`src/design/jsu_pkg.sv`:
```
`timescale 1ns / 1ps

package jsu_pkg;

    // Field widths
    localparam int CH_W    = 8;
    localparam int LEN_W   = 8;
    localparam int HEX_W   = 12;
    // Result slots one input character can fill
    localparam int RES_N   = 4;
    localparam int RES_IW  = $clog2(RES_N);
    localparam int RES_CW  = $clog2(RES_N + 1);

    localparam logic [LEN_W-1:0] MAX_LEN_RST = 8'd32;

    // Characters the unescaper looks at
    localparam logic [CH_W-1:0] CH_NUL    = 8'h00;
    localparam logic [CH_W-1:0] CH_QUOTE  = 8'h22;
    localparam logic [CH_W-1:0] CH_BSLASH = 8'h5C;
    localparam logic [CH_W-1:0] CH_SLASH  = 8'h2F;
    localparam logic [CH_W-1:0] CH_SPACE  = 8'h20;
    localparam logic [CH_W-1:0] CH_LC_N   = 8'h6E;
    localparam logic [CH_W-1:0] CH_LC_R   = 8'h72;
    localparam logic [CH_W-1:0] CH_LC_T   = 8'h74;
    localparam logic [CH_W-1:0] CH_LC_U   = 8'h75;
    localparam logic [CH_W-1:0] CH_DIG_0  = 8'h30;
    localparam logic [CH_W-1:0] CH_DIG_9  = 8'h39;
    localparam logic [CH_W-1:0] CH_LC_A   = 8'h61;
    localparam logic [CH_W-1:0] CH_LC_F   = 8'h66;
    localparam logic [CH_W-1:0] CH_UC_A   = 8'h41;
    localparam logic [CH_W-1:0] CH_UC_F   = 8'h46;

    // UTF-8 encoding constants
    localparam logic [15:0]     UTF8_LIM1 = 16'h0080;
    localparam logic [15:0]     UTF8_LIM2 = 16'h0800;
    localparam logic [CH_W-1:0] UTF8_LEAD2 = 8'hC0;
    localparam logic [CH_W-1:0] UTF8_LEAD3 = 8'hE0;
    localparam logic [CH_W-1:0] UTF8_CONT  = 8'h80;
    localparam logic [5:0]      UTF8_MASK  = 6'h3F;

    // One result beat
    typedef struct packed {
        logic [CH_W-1:0]  data_byte;
        logic             byte_valid;
        logic             done_res;
        logic [LEN_W-1:0] length;
        logic             ok;
        logic             last;
    } t_res;

endpackage

```
`src/design/jsu_in_if.sv`:
```
`timescale 1ns / 1ps

// Raw character channel
interface jsu_in_if;
    logic                      valid;
    logic                      ready;
    logic                      start_req;
    logic [jsu_pkg::CH_W-1:0]  ch;

    modport source (output valid, output start_req, output ch, input ready);
    modport sink   (input valid, input start_req, input ch, output ready);
endinterface

```
`src/design/jsu_out_if.sv`:
```
`timescale 1ns / 1ps

// Unescaped result channel
interface jsu_out_if;
    logic                      valid;
    logic                      ready;
    logic [jsu_pkg::CH_W-1:0]  data_byte;
    logic                      byte_valid;
    logic                      done_res;
    logic [jsu_pkg::LEN_W-1:0] length;
    logic                      ok;
    logic                      last;

    modport source (output valid, output data_byte, output byte_valid, output done_res,
                    output length, output ok, output last, input ready);
    modport sink   (input valid, input data_byte, input byte_valid, input done_res,
                    input length, input ok, input last, output ready);
endinterface

```
`src/design/jsu_cfg_if.sv`:
```
`timescale 1ns / 1ps

// Configuration write channel for the buffer size register
interface jsu_cfg_if;
    logic                      valid;
    logic                      ready;
    logic [jsu_pkg::LEN_W-1:0] max_len;

    modport source (output valid, output max_len, input ready);
    modport sink   (input valid, input max_len, output ready);
endinterface

```
`src/design/json_string_unescape_utf8.sv`:
```
`timescale 1ns / 1ps

// Channel   Role    Beat contents
// i_in      sink    start_req, ch
// o_res     source  data_byte, byte_valid, done_res, length, ok, last
// i_cfg     sink    max_len (always ready)
//
// Each character is decoded in the cycle it is accepted and its 0 to 4 results
// are loaded into a four-entry result register that drains one beat per cycle while
// o_res is ready. A character with at most one result is taken every cycle while
// o_res is ready; one with more holds i_in, as the result register has one read port.
// The next character is taken in the cycle the last pending result leaves.
// Synchronous reset empties the result register, ends any value and sets max_len to 32.

module json_string_unescape_utf8 (
    input  logic       i_clk,
    input  logic       i_rst_n,
    jsu_in_if.sink     i_in,
    jsu_out_if.source  o_res,
    jsu_cfg_if.sink    i_cfg
);

    typedef enum logic [2:0] {
        ST_IDLE,
        ST_TEXT,
        ST_ESC,
        ST_HEX0,
        ST_HEX1,
        ST_HEX2,
        ST_HEX3
    } t_mode;

    t_mode                          r_mode, n_mode;
    logic [jsu_pkg::LEN_W-1:0]      r_emit, n_emit;
    logic [jsu_pkg::HEX_W-1:0]      r_hex, n_hex;
    logic [jsu_pkg::LEN_W-1:0]      r_max_len;
    logic [jsu_pkg::RES_CW-1:0]     r_left, n_left;
    logic [jsu_pkg::RES_IW-1:0]     r_rd;
    jsu_pkg::t_res                  r_res [jsu_pkg::RES_N];
    jsu_pkg::t_res                  n_res [jsu_pkg::RES_N];

    logic                           in_beat;
    logic                           out_beat;

    // Hex digit decode: bit 4 flags a character that is not a hex digit
    function automatic logic [4:0] hex_val(input logic [jsu_pkg::CH_W-1:0] c);
        logic [4:0] v;
        v = 5'h10;
        if (c >= jsu_pkg::CH_DIG_0 && c <= jsu_pkg::CH_DIG_9) begin
            v = {1'b0, 4'(c - jsu_pkg::CH_DIG_0)};
        end else if (c >= jsu_pkg::CH_LC_A && c <= jsu_pkg::CH_LC_F) begin
            v = {1'b0, 4'(c - jsu_pkg::CH_LC_A + 8'd10)};
        end else if (c >= jsu_pkg::CH_UC_A && c <= jsu_pkg::CH_UC_F) begin
            v = {1'b0, 4'(c - jsu_pkg::CH_UC_A + 8'd10)};
        end
        return v;
    endfunction

    // Handshakes: a new character enters when no result is pending or the last one leaves
    assign in_beat     = i_in.valid && i_in.ready;
    assign out_beat    = o_res.valid && o_res.ready;
    assign i_in.ready  = (r_left == '0) || ((r_left == jsu_pkg::RES_CW'(1)) && o_res.ready);
    assign i_cfg.ready = 1'b1;

    // Decode one character into its results and the next value state
    always_comb begin
        logic [jsu_pkg::LEN_W-1:0]  lim;
        logic [jsu_pkg::CH_W-1:0]   c;
        logic [jsu_pkg::CH_W-1:0]   esc_byte;
        logic [jsu_pkg::RES_CW-1:0] idx;
        logic                       do_text;
        logic                       esc_unknown;
        logic [4:0]                 hv;
        logic [15:0]                code;
        logic [1:0]                 nb;
        logic [jsu_pkg::LEN_W:0]    need;

        c           = i_in.ch;
        lim         = (r_max_len == '0) ? '0 : r_max_len - 8'd1;
        n_mode      = r_mode;
        n_emit      = r_emit;
        n_hex       = r_hex;
        idx         = '0;
        do_text     = 1'b0;
        esc_unknown = 1'b0;
        esc_byte    = jsu_pkg::CH_BSLASH;
        hv          = hex_val(c);
        code        = {r_hex, hv[3:0]};
        nb          = (code < jsu_pkg::UTF8_LIM1) ? 2'd1 :
                      (code < jsu_pkg::UTF8_LIM2) ? 2'd2 : 2'd3;
        need        = '0;
        for (int k = 0; k < jsu_pkg::RES_N; k++) begin
            n_res[k] = '0;
        end

        // Start of a value, which ends at once when the buffer has no room
        if (i_in.start_req) begin
            n_mode = ST_TEXT;
            n_emit = '0;
            if (lim == '0) begin
                n_res[idx[jsu_pkg::RES_IW-1:0]].done_res = 1'b1;
                idx    = idx + 1'b1;
                n_mode = ST_IDLE;
            end
        end

        case (n_mode)
            ST_TEXT: begin
                do_text = 1'b1;
            end
            ST_ESC: begin
                if (c == jsu_pkg::CH_LC_U) begin
                    n_mode = ST_HEX0;
                end else begin
                    if (c == jsu_pkg::CH_LC_N || c == jsu_pkg::CH_LC_R ||
                        c == jsu_pkg::CH_LC_T) begin
                        esc_byte = jsu_pkg::CH_SPACE;
                    end else if (c == jsu_pkg::CH_QUOTE || c == jsu_pkg::CH_BSLASH ||
                                 c == jsu_pkg::CH_SLASH) begin
                        esc_byte = c;
                    end else begin
                        esc_unknown = 1'b1;
                    end
                    n_res[idx[jsu_pkg::RES_IW-1:0]].data_byte  = esc_byte;
                    n_res[idx[jsu_pkg::RES_IW-1:0]].byte_valid = 1'b1;
                    idx    = idx + 1'b1;
                    n_emit = n_emit + 8'd1;
                    n_mode = ST_TEXT;
                    if (n_emit >= lim) begin
                        n_res[idx[jsu_pkg::RES_IW-1:0]].done_res = 1'b1;
                        n_res[idx[jsu_pkg::RES_IW-1:0]].length   = n_emit;
                        n_res[idx[jsu_pkg::RES_IW-1:0]].ok       = (n_emit != '0);
                        idx    = idx + 1'b1;
                        n_mode = ST_IDLE;
                    end
                    // An unknown escape sends its backslash, then its character as text if still open
                    do_text = esc_unknown && (n_mode == ST_TEXT);
                end
            end
            ST_HEX0, ST_HEX1, ST_HEX2, ST_HEX3: begin
                if (hv[4]) begin
                    n_res[idx[jsu_pkg::RES_IW-1:0]].done_res = 1'b1;
                    n_res[idx[jsu_pkg::RES_IW-1:0]].length   = n_emit;
                    n_res[idx[jsu_pkg::RES_IW-1:0]].ok       = (n_emit != '0);
                    idx    = idx + 1'b1;
                    n_mode = ST_IDLE;
                end else if (n_mode == ST_HEX0) begin
                    n_hex  = {8'd0, hv[3:0]};
                    n_mode = ST_HEX1;
                end else if (n_mode == ST_HEX1) begin
                    n_hex  = {r_hex[7:0], hv[3:0]};
                    n_mode = ST_HEX2;
                end else if (n_mode == ST_HEX2) begin
                    n_hex  = {r_hex[7:0], hv[3:0]};
                    n_mode = ST_HEX3;
                end else begin
                    // Whole UTF-8 sequence must fit, else the value ends
                    need = {1'b0, n_emit} + {7'd0, nb};
                    if (need >= {1'b0, r_max_len}) begin
                        n_res[idx[jsu_pkg::RES_IW-1:0]].done_res = 1'b1;
                        n_res[idx[jsu_pkg::RES_IW-1:0]].length   = n_emit;
                        n_res[idx[jsu_pkg::RES_IW-1:0]].ok       = (n_emit != '0);
                        idx    = idx + 1'b1;
                        n_mode = ST_IDLE;
                    end else begin
                        if (nb == 2'd1) begin
                            n_res[0].data_byte  = code[7:0];
                            n_res[0].byte_valid = 1'b1;
                        end else if (nb == 2'd2) begin
                            n_res[0].data_byte  = jsu_pkg::UTF8_LEAD2 | code[13:6];
                            n_res[0].byte_valid = 1'b1;
                            n_res[1].data_byte  = jsu_pkg::UTF8_CONT |
                                                  {2'b00, code[5:0] & jsu_pkg::UTF8_MASK};
                            n_res[1].byte_valid = 1'b1;
                        end else begin
                            n_res[0].data_byte  = jsu_pkg::UTF8_LEAD3 | {4'h0, code[15:12]};
                            n_res[0].byte_valid = 1'b1;
                            n_res[1].data_byte  = jsu_pkg::UTF8_CONT |
                                                  {2'b00, code[11:6] & jsu_pkg::UTF8_MASK};
                            n_res[1].byte_valid = 1'b1;
                            n_res[2].data_byte  = jsu_pkg::UTF8_CONT |
                                                  {2'b00, code[5:0] & jsu_pkg::UTF8_MASK};
                            n_res[2].byte_valid = 1'b1;
                        end
                        idx    = {1'b0, nb};
                        n_emit = need[jsu_pkg::LEN_W-1:0];
                        n_mode = ST_TEXT;
                        if (n_emit >= lim) begin
                            n_res[idx[jsu_pkg::RES_IW-1:0]].done_res = 1'b1;
                            n_res[idx[jsu_pkg::RES_IW-1:0]].length   = n_emit;
                            n_res[idx[jsu_pkg::RES_IW-1:0]].ok       = (n_emit != '0);
                            idx    = idx + 1'b1;
                            n_mode = ST_IDLE;
                        end
                    end
                end
            end
            default: begin
                n_mode = ST_IDLE;
            end
        endcase

        // Plain text character
        if (do_text) begin
            if (c == jsu_pkg::CH_NUL || c == jsu_pkg::CH_QUOTE) begin
                n_res[idx[jsu_pkg::RES_IW-1:0]].done_res = 1'b1;
                n_res[idx[jsu_pkg::RES_IW-1:0]].length   = n_emit;
                n_res[idx[jsu_pkg::RES_IW-1:0]].ok       = (n_emit != '0);
                idx    = idx + 1'b1;
                n_mode = ST_IDLE;
            end else if (c == jsu_pkg::CH_BSLASH) begin
                n_mode = ST_ESC;
            end else begin
                n_res[idx[jsu_pkg::RES_IW-1:0]].data_byte  = c;
                n_res[idx[jsu_pkg::RES_IW-1:0]].byte_valid = 1'b1;
                idx    = idx + 1'b1;
                n_emit = n_emit + 8'd1;
                n_mode = ST_TEXT;
                if (n_emit >= lim) begin
                    n_res[idx[jsu_pkg::RES_IW-1:0]].done_res = 1'b1;
                    n_res[idx[jsu_pkg::RES_IW-1:0]].length   = n_emit;
                    n_res[idx[jsu_pkg::RES_IW-1:0]].ok       = (n_emit != '0);
                    idx    = idx + 1'b1;
                    n_mode = ST_IDLE;
                end
            end
        end

        // Flag the final result of this character
        if (idx != '0) begin
            n_res[jsu_pkg::RES_IW'(idx - 1'b1)].last = 1'b1;
        end
        n_left = idx;
    end

    // Value state, result count and configuration register
    always_ff @(posedge i_clk) begin
        if (!i_rst_n) begin
            r_mode    <= ST_IDLE;
            r_emit    <= '0;
            r_max_len <= jsu_pkg::MAX_LEN_RST;
            r_left    <= '0;
            r_rd      <= '0;
        end else begin
            if (i_cfg.valid && i_cfg.ready) begin
                r_max_len <= i_cfg.max_len;
            end
            if (in_beat) begin
                r_mode <= n_mode;
                r_emit <= n_emit;
                r_left <= n_left;
                r_rd   <= '0;
            end else if (out_beat) begin
                r_left <= r_left - 1'b1;
                r_rd   <= r_rd + 1'b1;
            end
        end
    end

    // Result entries and hex accumulator
    always_ff @(posedge i_clk) begin
        if (in_beat) begin
            r_hex <= n_hex;
            for (int k = 0; k < jsu_pkg::RES_N; k++) begin
                r_res[k] <= n_res[k];
            end
        end
    end

    // Output beat comes from the current read slot
    assign o_res.valid      = (r_left != '0);
    assign o_res.data_byte  = r_res[r_rd].data_byte;
    assign o_res.byte_valid = r_res[r_rd].byte_valid;
    assign o_res.done_res   = r_res[r_rd].done_res;
    assign o_res.length     = r_res[r_rd].length;
    assign o_res.ok         = r_res[r_rd].ok;
    assign o_res.last       = r_res[r_rd].last;

`ifndef SYNTH
    // A character is only taken when no more than one result is still pending.
    a_in_room: assert property (@(posedge i_clk) disable iff (!i_rst_n)
        in_beat |-> (r_left <= jsu_pkg::RES_CW'(1)))
        else $error("character accepted while results still pending");

    // Pending results never exceed the result register depth.
    a_left_max: assert property (@(posedge i_clk) disable iff (!i_rst_n)
        r_left <= jsu_pkg::RES_CW'(jsu_pkg::RES_N))
        else $error("result count overflow");

    // Every beat is either a byte or the closing result, never both.
    a_kind: assert property (@(posedge i_clk) disable iff (!i_rst_n)
        o_res.valid |-> (o_res.byte_valid ^ o_res.done_res))
        else $error("result beat with bad kind");

    // The closing result of a value is always the last one of its character.
    a_done_last: assert property (@(posedge i_clk) disable iff (!i_rst_n)
        (o_res.valid && o_res.done_res) |-> o_res.last)
        else $error("done result not marked last");

    // A value that has closed leaves the block outside any value.
    a_done_idle: assert property (@(posedge i_clk) disable iff (!i_rst_n)
        (in_beat && n_left != '0 && n_res[jsu_pkg::RES_IW'(n_left - 1'b1)].done_res)
        |=> (r_mode == ST_IDLE))
        else $error("value still active after done");
`endif

endmodule

```
`src/flat_wrapper.sv`:
```
// flat-port wrapper written by rule: the top's interface ports become plain ports
module json_string_unescape_utf8_flat 
  (i_clk, i_rst_n, i_in_valid, i_in_start_req, i_in_ch, i_in_ready, o_res_valid, o_res_data_byte, o_res_byte_valid, o_res_done_res, o_res_length, o_res_ok, o_res_last, o_res_ready, i_cfg_valid, i_cfg_max_len, i_cfg_ready);
  jsu_in_if i_in_i ();
  jsu_out_if o_res_i ();
  jsu_cfg_if i_cfg_i ();
  input  logic i_clk;
  input  logic i_rst_n;
  input wire logic [$bits(i_in_i.valid)-1:0] i_in_valid;
  input wire logic [$bits(i_in_i.start_req)-1:0] i_in_start_req;
  input wire logic [$bits(i_in_i.ch)-1:0] i_in_ch;
  output wire logic [$bits(i_in_i.ready)-1:0] i_in_ready;
  output wire logic [$bits(o_res_i.valid)-1:0] o_res_valid;
  output wire logic [$bits(o_res_i.data_byte)-1:0] o_res_data_byte;
  output wire logic [$bits(o_res_i.byte_valid)-1:0] o_res_byte_valid;
  output wire logic [$bits(o_res_i.done_res)-1:0] o_res_done_res;
  output wire logic [$bits(o_res_i.length)-1:0] o_res_length;
  output wire logic [$bits(o_res_i.ok)-1:0] o_res_ok;
  output wire logic [$bits(o_res_i.last)-1:0] o_res_last;
  input wire logic [$bits(o_res_i.ready)-1:0] o_res_ready;
  input wire logic [$bits(i_cfg_i.valid)-1:0] i_cfg_valid;
  input wire logic [$bits(i_cfg_i.max_len)-1:0] i_cfg_max_len;
  output wire logic [$bits(i_cfg_i.ready)-1:0] i_cfg_ready;
  assign i_in_i.valid = i_in_valid;
  assign i_in_i.start_req = i_in_start_req;
  assign i_in_i.ch = i_in_ch;
  assign i_in_ready = i_in_i.ready;
  assign o_res_valid = o_res_i.valid;
  assign o_res_data_byte = o_res_i.data_byte;
  assign o_res_byte_valid = o_res_i.byte_valid;
  assign o_res_done_res = o_res_i.done_res;
  assign o_res_length = o_res_i.length;
  assign o_res_ok = o_res_i.ok;
  assign o_res_last = o_res_i.last;
  assign o_res_i.ready = o_res_ready;
  assign i_cfg_i.valid = i_cfg_valid;
  assign i_cfg_i.max_len = i_cfg_max_len;
  assign i_cfg_ready = i_cfg_i.ready;
  json_string_unescape_utf8 u_core (.i_clk(i_clk), .i_rst_n(i_rst_n), .i_in(i_in_i), .o_res(o_res_i), .i_cfg(i_cfg_i));
endmodule
```
`config.mk`:
```
export PLATFORM = sky130hd
export DESIGN_NAME = json_string_unescape_utf8_flat
export DESIGN_NICKNAME = d
export VERILOG_FILES = /design/src/design/jsu_pkg.sv /design/src/design/jsu_in_if.sv /design/src/design/jsu_out_if.sv /design/src/design/jsu_cfg_if.sv /design/src/design/json_string_unescape_utf8.sv /design/src/flat_wrapper.sv
export SDC_FILE = /design/constraint.sdc
export NUM_CORES = 1
export LEC_CHECK = 0
export ABC_AREA = 1
export BUFFER_PORTS_ARGS = -buffer_cell sky130_fd_sc_hd__buf_2
export CAP_MARGIN = 30
export CORE_MARGIN = 8
export CORE_UTILIZATION = 55
export CTS_CLUSTER_DIAMETER = 200
export DETAILED_ROUTE_END_ITERATION = 8
export PLACE_DENSITY = 0.76
export SLEW_MARGIN = 5
export SYNTH_ARGS = -nofsm -noshare
export SYNTH_HDL_FRONTEND = slang
export SYNTH_SLANG_ARGS = --single-unit
export TNS_END_PERCENT = 1
```
`constraint.sdc`:
```
create_clock -name i_clk -period 6.84 [get_ports i_clk]
set_input_delay 1.026 -clock i_clk [delete_from_list [all_inputs] [get_ports i_clk]]
set_output_delay 1.026 -clock i_clk [all_outputs]
set_load 0.02 [all_outputs]
```
Word level (Yosys, flattened, before mapping)
Memories as Yosys holds them, arrays and structs flattened. A register that Yosys moved wholly into a read port is not among the register bits.
Cells that the tools add are included.
Storage, ports and cells
  register bits after elaboration: 36
  bits in latches: 0
  memory bits (writable): 80
  memory bits (read-only): 0
  memories: 1
Operators by class
  add/subtract/negate cells: 17
  multiply operators: 0
  divide/modulo/power cells: 0
  $lt $le $gt $ge: 24
  equality and inequality tests: 17
  shift-type cells: 0
  muxes and demuxes: 168
  bitwise operators: 8
  reductions and logical operators: 35
Memory list
  u_core.r_res: depth 4, width 20, read ports 1, clocked after memory_dff 1, write ports 4, line json_string_unescape_utf8.sv:39  | jsu_pkg::t_res r_res [jsu_pkg::RES_N];
Operators by type and width (number)
  80-bit bitwise mux: 20
  80-bit two-way mux: 13
  20-bit demux with 2-bit select: 20
  9-bit two-way mux: 22
  80-bit one-hot mux with 2 select lines: 1
  8-bit two-way mux: 15
  3-bit two-way mux: 27
  11-bit two-way mux: 5
  10-bit two-way mux: 5
  12-bit two-way mux: 4
  8-bit by 7-bit equality test with 1-bit output (second input constant): 5
  20-bit two-way mux: 2
  8-bit nonzero test: 5
  8-bit >= comparator: 3
  8-bit zero test: 3
  3-bit >= comparator (second input constant): 6
  3-bit by 1-bit less-than comparator with 1-bit output (second input constant): 6
  2-bit NOT with 3-bit output: 6
  8-bit by 1-bit adder with 8-bit output (second input constant): 2
  8-bit by 6-bit equality test with 1-bit output (second input constant): 2
  8-bit by 7-bit >= comparator with 1-bit output (second input constant): 2
  8-bit by 7-bit <= comparator with 1-bit output (second input constant): 2
  16-bit by 12-bit less-than comparator with 1-bit output (second input constant): 1
  16-bit by 8-bit less-than comparator with 1-bit output (second input constant): 1
  other kinds (35): 91

Longest topological paths before layout
Gate-level depths: netlist (run 1).
  word-level depth: 38
  depth in mapped cells: 46
  gate-level depth less buffers: 46

Worst setup path after synthesis (run 1)
OpenSTA, ideal clock, no wires.
  kind: input-to-reg
  start point: in i_in_start_req
  end point: mem u_core.r_res[1][2] in the netlist's numbering (data pin)
  setup time: 250 ps
  arrival time: 6351 ps
  data required time: 6590 ps
  slack: 239 ps
  stages on the path: 39
  buffers on the path: 1
  cell sequence: buf_6 -> nor2_1 -> ha_1 -> inv_1 -> fa_1 -> or2_2 -> nand2_1 -> inv_1 -> ha_1 -> a21oi_1 -> nand3_1 -> nand2_1 -> nand2_1 -> nand2_1 -> nand2_1 -> nand2_1 -> nand3_2 -> inv_2 -> [... 3 more ...] -> inv_1 -> ha_1 -> nand2_1 -> nor2_4 -> nand2_1 -> nand2_1 -> nand2_2 -> ha_1 -> nand2_1 -> nor2_1 -> nand4_1 -> nand3_1 -> inv_1 -> nor3_1 -> inv_1 -> nand2_1 -> a32o_1 -> inv_1
RTL lines
  start: declaration: line flat_wrapper.sv:10  | input wire logic [$bits(i_in_i.start_req)-1:0] i_in_start_req;
  end: declaration: line json_string_unescape_utf8.sv:39

==> results of run 1 <==
routing by layer:
layer  part of all wire  GRT usage
met5                  0          0
met1               0.42      0.375
met3               0.11     0.0679
met4              0.037      0.120
met2               0.43      0.417
registers in the layout, indices dropped and copies added, names as in the netlist, named ones only:
register and flops:
u_core.r_res 80, u_core.r_hex 12, u_core.r_emit 8, u_core.r_max_len 8
u_core.r_left 3, u_core.r_mode 3, u_core.r_rd 2
per-stage QoR:
step	power, mW	std cells	hold slack [ns]	area, sq um	setup TNS (ns)
2_1_floorplan	1.76	1118	0.444	8640	0
3_5_place_dp	2.12	1386	0.465	9290	0
5_1_grt	3.25	1420	0.496	9990	-0.164
4_1_cts	3.06	1418	0.478	9910	0
3_3_place_gp	2.09	1385	0.451	9270	0
6_report	3.09	1420	0.477	9990	0
path summary, 6_finish.rpt:
| check | to |
|---|---|
| max reg2reg | u_core.r_res[3][4] |
| max | u_core.r_res[3][4] |
| min reg2reg | flip-flop |
| min | flip-flop |
synth_stat cells (3+ instances only):
cell / count / area share
nor3_1: 12 / 0.0069
o211ai_1: 4 / 0.0035
xor2_1: 11 / 0.011
nand2_1: 176 / 0.076
nor2_2: 10 / 0.0072
inv_1: 147 / 0.064
buf_2: 4 / 0.0023
clkbuf_1: 19 / 0.0083
o22ai_1: 49 / 0.035
o221ai_1: 13 / 0.013
nand4_1: 13 / 0.0094
a32oi_1: 7 / 0.0071
nand3_2: 11 / 0.013
o21ai_0: 114 / 0.066
nor2_4: 4 / 0.0052
nor2_1: 137 / 0.060
inv_2: 20 / 0.0087
nor4_1: 5 / 0.0036
nand2_2: 12 / 0.0087
o21a_1: 4 / 0.0035
o21ai_1: 5 / 0.0029
edfxtp_1: 92 / 0.32
ha_1: 58 / 0.084
a22oi_1: 15 / 0.013
or2_2: 3 / 0.0022
dfxtp_1: 26 / 0.060
a21oi_1: 52 / 0.030
nand3_1: 59 / 0.034
area by class of cell:
cell class | count | share of cell area
clock buffers | 17 | 0.0426
clock inverters | 15 | 0.0193
inverters | 169 | 0.0643
multi-input cells | 804 | 0.464
flip-flops and latches | 118 | 0.329
well taps | 216 | 0.0271
repair buffers | 81 | 0.0541
cells by family after synthesis:
kind of cell             after synthesis  synth area share
AND/OR/NAND/NOR                      449             0.236
AO/OA/AOI/OAI                        283             0.196
buffers and inverters                196            0.0892
flip-flops                           118             0.380
adder cells (fa/ha/maj)               59            0.0863
XOR/XNOR                              11            0.0111
other                                  1          0.000434
multiplexers                           1           0.00116
timing repair:
item | CTS | global route
resized for setup | 0 | 7
endpoints found under the setup margin | 0 | 29
setup buffers | 0 | 0
power breakdown:
group	leakage, nW	total (mW)	switching (mW)	internal, mW
combinational	3.04	1.10	0.772	0.329
clock	0.295	0.942	0.360	0.582
sequential	1.12	1.05	0.0528	0.997
total	4.46	3.09	1.18	1.91
==> flow_summary.ini, run 1 <==
[die]
die_x_um = 141
start_util = 0.554
std_cell_rows = 46
ios = 45
die_h_um = 141
core_sq_um = 15600
die_area_sq_um = 20000

[timing]
fmax_ghz = 0.155
finalSetupViolations = 0
finalHoldViolations = 0
fin_crit_ns = 6.45
max_slew.worst_pin.slew_ns = 0.844
slew_headroom = 0.436
slew_viol_final = 0
finClkSkew_ns = 0.0113
rsz0062_at_grt = yes
finalWorstSetupSlack_ns = 0.390
fin_crit_sh = 0.943

[min_path]
hold_class = reg2reg
min-delay-start = u_core.r_rd[0]
min_path_cells = 1

[global_route]
grt_max_degree = 82
grt_pass1_wl_um = 43300
track_usage = 0.278
antenna_found_initial = 0
grt-ovfl-total = 0
grt_pass1_vias = 7957

[clock_network]
cts_num_sinks = 118
clk_pin_slew_worst_paths_ns = 0.06
holdBufCountCts = 0
cts_tree = yes
clock_path_buffers = 2
cts_buffers = 17
clock_latency_ns = 0.43
htree_num_levels = 4
cts-root-buf = clkbuf_16

[layout]
final_cell_mix = nand2_1, inv_1, nor2_1
drive_above_1_share = 0.160
fin_nets = 1272
utilization = 0.640
areaGrowthSynthToFinish_pct = 15.5
fill_cells = 1353
multiInputGateArea_sq_um = 4630
register_area_sq_um = 3280
layout_commonest_cell = nand2_1
diodes = 0

[setup_path]
crit_start = u_core.r_hex[4]
crit_type = reg2reg
cp_max_fo = 12
end_kind = flip-flop
critPathBufInv = 8
cp_data_required_time_ns = 7.06
cp_slowest_cell = edfxtp_1
r2r_start = u_core.r_hex[4]
crit_top_cell = nand2_1
cp_top_family = simple AND/OR/NAND/NOR gates
crit_arrival_ns = 6.67
reg2regPathDepth = 37
cpPeakStageDelay_ns = 0.46
start_kind = flip-flop
ff2ff_setup_slack_ns = 0.39
path_depth = 37

[placement]
place_ws_ns = 0.0811
io_buffers = 43
dp_hpwl_um = 20900
gp_congestion = 1.10

[logic_synthesis]
avgSynthCellArea_sq_um = 7.73
ys_ff_latch = 118
yosys_warnings = 0
synth_cells = 1118
synth_edf_count = 92
synth_flop_cell = edfxtp_1
async_flop_share = 0
syn_area_sq_um = 8640
synth_seq_area_share = 0.380
syn_nets = 1199
synth.distinct_cells = 54

[routing]
ant_nets = 0
drc = 0
totalWireLength_um = 27700
wl_per_cell_um = 19.5
drtIter0Drc = 1420
viasPerCell = 6.06
drt_pre_antenna_iters = 7
via_count = 8608

[outcome]
status = finished, final reports clean

[power]
peakVddDrop_mv = 0.182
powerDensity_nw_per_um2 = 310
cellLeakagePower_nw = 4.46

[flow_run]
max_cap_violations = 0
No activity file was read; power rests on OpenSTA's default activity.
==> run 2, diff against run 1 <==
Settings changed: GPL_TIMING_DRIVEN set to 0.
==> flow_summary.ini, run 2 (synthesized netlist as in run 1, its figures left out) <==
[outcome]
status = finished, final reports clean

[routing]
drt_pre_antenna_iters = 5
via_count = 8603
ant_nets = 0
drc = 0
drtIter0Drc = 1182
totalWireLength_um = 28300
wl_per_cell_um = 19.9
viasPerCell = 6.05

[setup_path]
cpPeakStageDelay_ns = 0.55
crit_start = u_core.r_hex[10]
end_kind = flip-flop
cp_slowest_cell = xor2_1
cp_data_required_time_ns = 7.02
start_kind = flip-flop
crit_top_cell = nand2_1
critPathBufInv = 5
r2r_start = u_core.r_hex[10]
cp_top_family = simple AND/OR/NAND/NOR gates
crit_type = reg2reg
cp_max_fo = 9
crit_arrival_ns = 6.76

[global_route]
track_usage = 0.278
antenna_found_initial = 0
grt_pass1_wl_um = 42400
grt_pass1_vias = 7583
grt-ovfl-total = 0
grt_max_degree = 79

[die]
ios = 45
die_h_um = 141
std_cell_rows = 46
start_util = 0.554
die_x_um = 141
die_area_sq_um = 20000
core_sq_um = 15600

[power]
peakVddDrop_mv = 0.159
cellLeakagePower_nw = 4.38
powerDensity_nw_per_um2 = 303

[clock_network]
htree_num_levels = 4
clock_path_buffers = 2
cts_tree = yes
clk_pin_slew_worst_paths_ns = 0.06
cts_buffers = 17
clock_latency_ns = 0.43
cts-root-buf = clkbuf_16
cts_num_sinks = 118

[timing]
finalWorstSetupSlack_ns = 0.257
finalHoldViolations = 0
fin_crit_sh = 0.962
slew_headroom = 0.496
finClkSkew_ns = 0.0101
finalSetupViolations = 0
slew_viol_final = 0
rsz0062_at_grt = yes
fmax_ghz = 0.152
fin_crit_ns = 6.58
max_slew.worst_pin.slew_ns = 0.753

[layout]
largestRegisters = u_core.r_res (80), u_core.r_hex (12)
final_cell_mix = nand2_1, inv_1, nor2_1
drive_above_1_share = 0.162
fill_cells = 1412
fin_nets = 1273
final_cell_count_no_fill = 1421
areaGrowthSynthToFinish_pct = 15.6
diodes = 0
layout_commonest_cell = nand2_1
largest_register = u_core.r_res
largest_register_ffs = 80
register_area_sq_um = 3280
multiInputGateArea_sq_um = 4760

[min_path]
hold_class = reg2reg
min-delay-start = u_core.r_rd[0]

[placement]
placed_cells = 1378
dp_hpwl_um = 21300
io_buffers = 42
place_ws_ns = -1.76
gp_congestion = 1.02

[flow_run]
max_cap_violations = 0
[run 2: changes by cell type in the layout (fill, tap and decap cells not counted), sizes merged]
cell / change
clkbuf: +19
buf: -18
clkinv: +6
bufinv: -2
clkinvlp: -2
inv: -2
[run 2: final timing paths]
check | to | slack, ns | cells after the start
worst min-delay path | u_core.r_rd[0] | 0.49 | 1
worst max register to register | u_core.r_res[1][9] | 0.26 | 35
worst max-delay path | u_core.r_res[1][9] | 0.26 | 35
worst min register to register | u_core.r_rd[0] | 0.49 | 1
[run 2: metrics by stage]
stage	cell area, sq um	hold WS (ns)	power, mW	TNS [ns]	utilization
6_report	9990	0.488	3.03	0	0.641
5_1_grt	9990	0.506	3.17	-0.178	0.641
4_1_cts	9840	0.488	2.99	-0.000526	0.631
3_5_place_dp	9170	0.475	2.11	-60.04	0.588
3_3_place_gp	9120	0.456	2.08	-52.91	0.585
2_1_floorplan	8640	0.444	1.76	0	-
[run 2: area by class of cell]
cell class                      count  share of cell area
Inverter                          169              0.0651
Multi-Input combinational cell    804               0.476
Sequential cell                   118               0.329
Timing Repair Buffer               55              0.0332
Clock inverter                     15              0.0145
Clock buffer                       17              0.0426
Tap cell                          216              0.0270
Buffer                             27              0.0129
[run 2: power breakdown]
| part | switching [mW] | total (mW) | internal [mW] |
|---|---|---|---|
| Clock | 0.364 | 0.871 | 0.507 |
| Combinational | 0.788 | 1.11 | 0.318 |
| Sequential | 0.0531 | 1.05 | 0.998 |
| Total | 1.21 | 3.03 | 1.82 |
[run 2: per-layer routing]
metal | track usage | part of all wire | up-vias
met1 | 0.367 | 0.41 | 3955
li1 | - | - | 4029
met3 | 0.0659 | 0.11 | 93
met4 | 0.114 | 0.035 | 0
met2 | 0.430 | 0.45 | 526
met5 | 0 | 0 | -
[run 2: repair_timing]
action                     4_1_cts  5_1_grt
pin swaps                        1        8
hold buffers                     0        0
gates resized for setup         22       22
setup endpoints to repair       48       45
setup buffers                    2        9
